## src/sv/ils_pkg.sv

```systemverilog
// ----------------------------------------------------------------------------
// ils_pkg
// Shared constants, command codes and control/status types for the
// indexed list store.
// ----------------------------------------------------------------------------
package ils_pkg;

	localparam int CAPACITY = 1024;
	localparam int ADDR_W   = $clog2(CAPACITY);
	localparam int CNT_W    = $clog2(CAPACITY + 1);
	localparam int IDX_W    = 11;
	localparam int CMD_W    = 3;
	localparam int DATA_W   = 32;
	localparam int CMP_W    = (CNT_W > IDX_W) ? CNT_W : IDX_W;

	localparam logic [CMD_W-1:0] CMD_APPEND = 3'd0;
	localparam logic [CMD_W-1:0] CMD_READ   = 3'd1;
	localparam logic [CMD_W-1:0] CMD_INSERT = 3'd2;
	localparam logic [CMD_W-1:0] CMD_REMOVE = 3'd3;
	localparam logic [CMD_W-1:0] CMD_WRITE  = 3'd4;
	localparam logic [CMD_W-1:0] CMD_CLEAR  = 3'd5;

	typedef struct packed {
		logic load;          // capture the incoming transaction
		logic ptr_init_cnt;
		logic ptr_init_idx;
		logic step_dn;       // insert shift step
		logic step_up;       // remove shift step
		logic rd_at_idx;
		logic wr_at_cnt;
		logic wr_at_idx;
		logic cnt_inc;
		logic cnt_dec;
		logic cnt_clr;
		logic res_load;      // ok <= res_ok, value <= 0
		logic res_ok;
		logic val_cap;       // ok <= 1, value <= read data
		logic out_load;
	} ils_ctl_t;

	typedef struct packed {
		logic [CMD_W-1:0] cmd;
		logic             idx_lt_cnt;
		logic             idx_le_cnt;
		logic             full;
		logic             more_dn;
		logic             more_up;
		logic             pend;
	} ils_sts_t;

endpackage

```

## src/sv/ils_ctrl.sv

```systemverilog
// ----------------------------------------------------------------------------
// ils_ctrl
// Controller: sequences one transaction at a time through decode, memory
// read, shift loop and result hand-off.
// ----------------------------------------------------------------------------
module ils_ctrl import ils_pkg::*; (
	input  logic     clk,
	input  logic     arst_n,
	input  logic     in_valid,
	output logic     in_stall,
	output logic     out_valid,
	input  logic     out_stall,
	input  ils_sts_t sts,
	output ils_ctl_t ctl
);

	localparam logic [2:0] ST_IDLE   = 3'd0;
	localparam logic [2:0] ST_DECODE = 3'd1;
	localparam logic [2:0] ST_RDWAIT = 3'd2;
	localparam logic [2:0] ST_SHIFT  = 3'd3;
	localparam logic [2:0] ST_INSWR  = 3'd4;
	localparam logic [2:0] ST_FIN    = 3'd5;

	logic [2:0] state_q;
	logic [2:0] state_d;
	logic       out_valid_q;
	logic       out_free;

	assign in_stall  = state_q != ST_IDLE;
	assign out_valid = out_valid_q;
	assign out_free  = !out_valid_q || !out_stall;

	always_comb begin
		ctl      = '0;
		state_d  = state_q;
		ctl.load = in_valid && !in_stall;
		case (state_q)
			ST_IDLE: begin
				if (in_valid) begin
					state_d = ST_DECODE;
				end
			end
			ST_DECODE: begin
				state_d      = ST_FIN;
				ctl.res_load = 1'b1;
				case (sts.cmd)
					CMD_APPEND: begin
						if (!sts.full) begin
							ctl.wr_at_cnt = 1'b1;
							ctl.cnt_inc   = 1'b1;
							ctl.res_ok    = 1'b1;
						end
					end
					CMD_READ: begin
						if (sts.idx_lt_cnt) begin
							ctl.rd_at_idx = 1'b1;
							state_d       = ST_RDWAIT;
						end
					end
					CMD_INSERT: begin
						if (sts.idx_le_cnt && !sts.full) begin
							ctl.ptr_init_cnt = 1'b1;
							state_d          = ST_SHIFT;
						end
					end
					CMD_REMOVE: begin
						if (sts.idx_lt_cnt) begin
							ctl.rd_at_idx    = 1'b1;
							ctl.ptr_init_idx = 1'b1;
							state_d          = ST_RDWAIT;
						end
					end
					CMD_WRITE: begin
						if (sts.idx_lt_cnt) begin
							ctl.wr_at_idx = 1'b1;
							ctl.res_ok    = 1'b1;
						end
					end
					CMD_CLEAR: begin
						ctl.cnt_clr = 1'b1;
						ctl.res_ok  = 1'b1;
					end
					default: begin
					end
				endcase
			end
			ST_RDWAIT: begin
				ctl.val_cap = 1'b1;
				state_d     = (sts.cmd == CMD_REMOVE) ? ST_SHIFT : ST_FIN;
			end
			ST_SHIFT: begin
				if (sts.cmd == CMD_INSERT) begin
					ctl.step_dn = 1'b1;
					if (!sts.more_dn && !sts.pend) begin
						state_d = ST_INSWR;
					end
				end else begin
					ctl.step_up = 1'b1;
					if (!sts.more_up && !sts.pend) begin
						ctl.cnt_dec = 1'b1;
						state_d     = ST_FIN;
					end
				end
			end
			ST_INSWR: begin
				ctl.wr_at_idx = 1'b1;
				ctl.cnt_inc   = 1'b1;
				ctl.res_load  = 1'b1;
				ctl.res_ok    = 1'b1;
				state_d       = ST_FIN;
			end
			ST_FIN: begin
				if (out_free) begin
					ctl.out_load = 1'b1;
					state_d      = ST_IDLE;
				end
			end
			default: begin
				state_d = ST_IDLE;
			end
		endcase
	end

	always_ff @(posedge clk or negedge arst_n) begin
		if (!arst_n) begin
			state_q     <= ST_IDLE;
			out_valid_q <= 1'b0;
		end else begin
			state_q <= state_d;
			if (ctl.out_load) begin
				out_valid_q <= 1'b1;
			end else if (!out_stall) begin
				out_valid_q <= 1'b0;
			end
		end
	end

	a_accept_decode: assert property (@(posedge clk) disable iff (!arst_n)
		(in_valid && !in_stall) |=> state_q == ST_DECODE)
		else $error("accepted transaction not decoded next cycle");

	a_no_overwrite: assert property (@(posedge clk) disable iff (!arst_n)
		ctl.out_load |-> out_free)
		else $error("result register loaded while still held");

endmodule

```

## config.mk

```make
export PLATFORM = sky130hd
export DESIGN_NAME = ils_ctrl
export DESIGN_NICKNAME = d
export VERILOG_FILES = /design/src/sv/ils_pkg.sv /design/src/sv/ils_ctrl.sv
export SDC_FILE = /design/constraint.sdc
export NUM_CORES = 1
export LEC_CHECK = 0
export BUFFER_PORTS_ARGS = -buffer_cell sky130_fd_sc_hd__buf_2
export CAP_MARGIN = 20
export CORE_AREA = 2 2 40 42
export CTS_CLUSTER_DIAMETER = 80
export CTS_CLUSTER_SIZE = 28
export DETAILED_ROUTE_END_ITERATION = 12
export DIE_AREA = 0 0 42 44
export PLACE_DENSITY = 0.79
export REMOVE_ABC_BUFFERS = 1
export SLEW_MARGIN = 20
export SYNTH_ARGS = -nofsm -noshare
export SYNTH_HDL_FRONTEND = slang
export SYNTH_SLANG_ARGS = --single-unit
```

## constraint.sdc

```tcl
create_clock -name clk -period 1.2 [get_ports clk]
set_input_delay 0.24 -clock clk [delete_from_list [all_inputs] [get_ports clk]]
set_output_delay 0.24 -clock clk [all_outputs]
set_load 0.02 [all_outputs]
```

### Yosys cells after proc, flatten, opt, wreduce, memory -nomap -nowiden

Index checks and enable logic that the tools add are counted.

| cells by class | value |
|---|---|
| eq/ne operators | 15 |
| multiplexer cells | 36 |
| reductions and logical operators | 17 |

Operators with widths:

| cell | number |
|---|---|
| $mux W3 | 8 |
| $mux W1 | 20 |
| $pmux W3 S6 | 1 |
| $eq A3 B2 Y1 const B | 4 |
| $eq A3 B3 Y1 const B | 4 |
| $pmux W2 S2 | 2 |
| $logic_not A1 Y1 | 7 |
| $eq A3 B1 Y1 const B | 2 |
| $logic_not A3 Y1 | 2 |
| $mux W2 | 3 |
| $ne A3 B3 Y1 const B | 2 |
| $pmux W3 S2 | 1 |
| $logic_and A1 B1 Y1 | 4 |
| $ne A2 B2 Y1 const B | 2 |
| $reduce_and A4 Y1 | 1 |
| $pmux W1 S3 | 1 |
| $reduce_bool A3 Y1 | 1 |
| $ne A2 B1 Y1 const B | 1 |
| $reduce_or A2 Y1 | 1 |
| $logic_or A1 B1 Y1 | 1 |

| word-level totals | value |
|---|---|
| flip-flop bits (word level) | 4 |
| input port bits | 13 |
| word-level logic and storage cells | 70 |

### Longest topological paths before layout

| depth | value |
|---|---|
| word-level depth | 5 |
| gate-level depth with buffers | 5 |

### Least setup slack after synthesis

No wires, ideal clock.

| timing path | value |
|---|---|
| path kind | reg-to-output |
| start | register state_q[2] |
| end | output port ctl[12] (netlist bit) |
| arrival | 1.683 ns |
| data required time | 0.960 ns |
| setup slack | -0.723 ns |
| cell stages (with the launch flop) | 4 |
| path buffers | 1 |
| path through | dfrtp_1 > buf_2 > nor4_1 > and2_1 |

RTL lines:

| item | RTL line | RTL |
|---|---|---|
| from (decl) | ils_ctrl.sv:24 | `logic [2:0] state_q;` |
| from (signal assigned) | ils_ctrl.sv:129 | `state_q <= state_d;` |
| to (decl) | ils_ctrl.sv:14 | `output ils_ctl_t ctl` |

==> metrics.cfg <==
[global_routing]
grt_pass1_wl_mm = 2.83
antenna_found_initial = 0
grt_max_degree = 9
grt-ovfl-total = 0
grt_pass1_vias = 670
track_usage = 0.204

[sta]
min_period_ns = 1.65
worst_slack_ns = -0.449
fmax_mhz = 606
finalHoldViolCount = 0
rsz0062_at_grt = true
fin_crit_sh = 1.37
finalClockSkew_ns = 0.00239
maxSlewHeadroom = 0.754
worst_pin_slew_ns = 0.364
slew_violations = 0
setup_viol = 19

[pwr]
clockPowerShare = 0.090
p_leak_nw = 0.488
p_sw_frac = 0.461
internal_power_mw = 1.01
seqPwrFrac = 0.176
switchingPower_uw = 865
vdd_drop_max_v = 0.000950
combPwrFrac = 0.734
powerDensity_nw_per_um2 = 1910

[setup_path]
arrival_ns = 1.41
worstPathRequired_ns = 0.96
critPathMaxFanout = 4
cp-end-kind = output pin
path_class = reg -> out
critPathLaunchType = flop

[drt]
ant_nets = 0
drc = 0
vias_per_cell = 5.33
wirelength_mm = 1.91
drt_pass1_iterations = 4
post_drt_wl_per_cell_um = 14.5
drt_iter0_markers = 19
num_vias = 703

[logic_synthesis]
synthArstFlopShare = 1.00
synth.top_cells.by_count = nor2_1, nand2_1, dfrtp_1, inv_1, o21ai_0
synth.largest_area_cell = dfrtp_1
synthFlopType = dfrtp_1
yosys_warnings = 0
ys_ff_latch = 4
avgSynthCellArea_um2 = 7.07
synth_seq_area_share = 0.214
synth_area_um2 = 467
synth.most_common_cell = nor2_1
synth_top_cell_area_share = 0.214
synth.area.top_cells = dfrtp_1, nor2_1, nand2_1, nor3b_4, o21ai_0
synth_edf_count = 0
synthCells = 66
ys_types = 33

[finish]
final_nets = 131
fillers = 107
fin_area_um2 = 981
syn_to_final_growth_pct = 110
drive_gt1_frac = 0.621
antenna_cells = 0
stdcell_count = 132

[clocking]
clockRootBuffer = clkbuf_4
h-tree-depth = 1
clk_latency_ns = 0.24
clk_path_buf_depth = 2
clk_pin_slew_ns = 0.04
tritoncts = yes
clock_sinks = 4
cts_inserted_buffers = 3

[place]
portBuffers = 29
dp_cells = 122
globalplace.congestion = 0.842
dp_hpwl_mm = 1.16
place_area_um2 = 721

[floorplanning]
core_area_um2 = 1420
initial_utilization = 0.329
num_rows = 14
io_pins = 30
die_area_um2 = 1850
dieHeight_um = 44
fp.dieW_um = 42

[status]
violations = setup timing
status = finished with violations

[run]
drv_cap = 0

[min_path]
hp-class = in -> reg

-- state kept, by name (all words and copies together) (netlist names) --
| name | flops |
|---|---|
| out_valid | 1 |
| state_q | 3 |
-- cell families after synthesis --
| group | Yosys count | share of synthesized area |
|---|---|---|
| DFF | 4 | 0.214 |
| and+or+nand+nor | 39 | 0.467 |
| xor gates and xnor gates | 1 | 0.0188 |
| buffers and inverters | 7 | 0.0750 |
| AOI/OAI and AO/OA | 14 | 0.204 |
| muxes | 1 | 0.0214 |
-- final timing paths --
path / from / to / slack, ns / depth (start not counted)
worst max-delay path: state_q[1]$_DFFE_PN0P_ / ctl[14] / -0.45 / 4
worst min-delay path: out_stall / out_valid$_DFFE_PN0P_ / 0.24 / 3
worst max register to register: state_q[1]$_DFFE_PN0P_ / state_q[2]$_DFFE_PN0P_ / -0.34 / 6
worst min register to register: out_valid$_DFFE_PN0P_ / out_valid$_DFFE_PN0P_ / 0.52 / 2
max in group asynchronous: arst_n / state_q[2]$_DFFE_PN0P_ / 0.72 / 2
min in group asynchronous: arst_n / state_q[0]$_DFFE_PN0P_ / 0.34 / 2
-- critical path: stages, from the launching register on --
cell and delay (ns):
dfrtp_1 0.42, buf_6 0.14, or3_4 0.37, nor2_4 0.12, buf_6 0.12
-- final cells by class --
cell class | instances | area, um2 | area share
inverters | 3 | 11.3 | 0.0115
multi-input cells | 55 | 414 | 0.422
flip-flops and latches | 4 | 103 | 0.105
repair buffers | 51 | 410 | 0.418
well taps | 16 | 20.0 | 0.0204
clock buffers | 3 | 22.5 | 0.0230
-- per-layer routing --
layer,global-route usage,vias to the layer above,wire length (um)
met5,0,-,0
met4,0.0774,0,29
met3,0.0292,4,92
met2,0.413,36,1130
met1,0.209,328,656
li1,-,335,-
-- cell usage in the layout (no fill, tap or decap), types with 2 or more instances in the layout --
cell	synthesis	final
nand2_1	10	7
o21a_1	2	2
dfrtp_2	0	2
clkbuf_4	0	3
o21ai_1	1	2
nor2_4	0	2
nor2_1	11	9
buf_4	0	20
and3_4	0	2
o21ai_0	3	2
dfrtp_1	4	2
buf_6	1	16
buf_2	1	14
inv_1	3	2
nand3b_1	2	2
nand2_2	0	3
-- what timing repair did --
item	CTS	global route
hold buffers	1	0
setup endpoints to repair	19	19
hold endpoints to repair	4	0
buffers inserted	4	3
gates resized for setup	40	15
pin swaps	11	3
-- power groups by stage --
stage               registers (mW)  logic [mW]  clock network, mW
floorplan                    0.325       0.502                  0
global placement             0.266       0.965                  0
detailed placement           0.277       0.997                  0
CTS                          0.318        1.24              0.176
global route                 0.340        1.46              0.184
finish                       0.330        1.38              0.169
-- stage by stage --
step                      hold WS [ns]  setup TNS, ns   util  power, mW  worst slack [ns]
final                            0.245          -6.59  0.691       1.87            -0.449
after CTS                        0.243          -6.02  0.642       1.73            -0.421
after global placement          0.0497          -2.60  0.508       1.23            -0.234
after floorplan                -0.0556          -4.43      -      0.826            -0.820
after global routing             0.276          -7.54  0.691       1.99            -0.484
after detailed placement        0.0524          -3.64  0.508       1.27            -0.334
(Power assumes the default switching activity.)
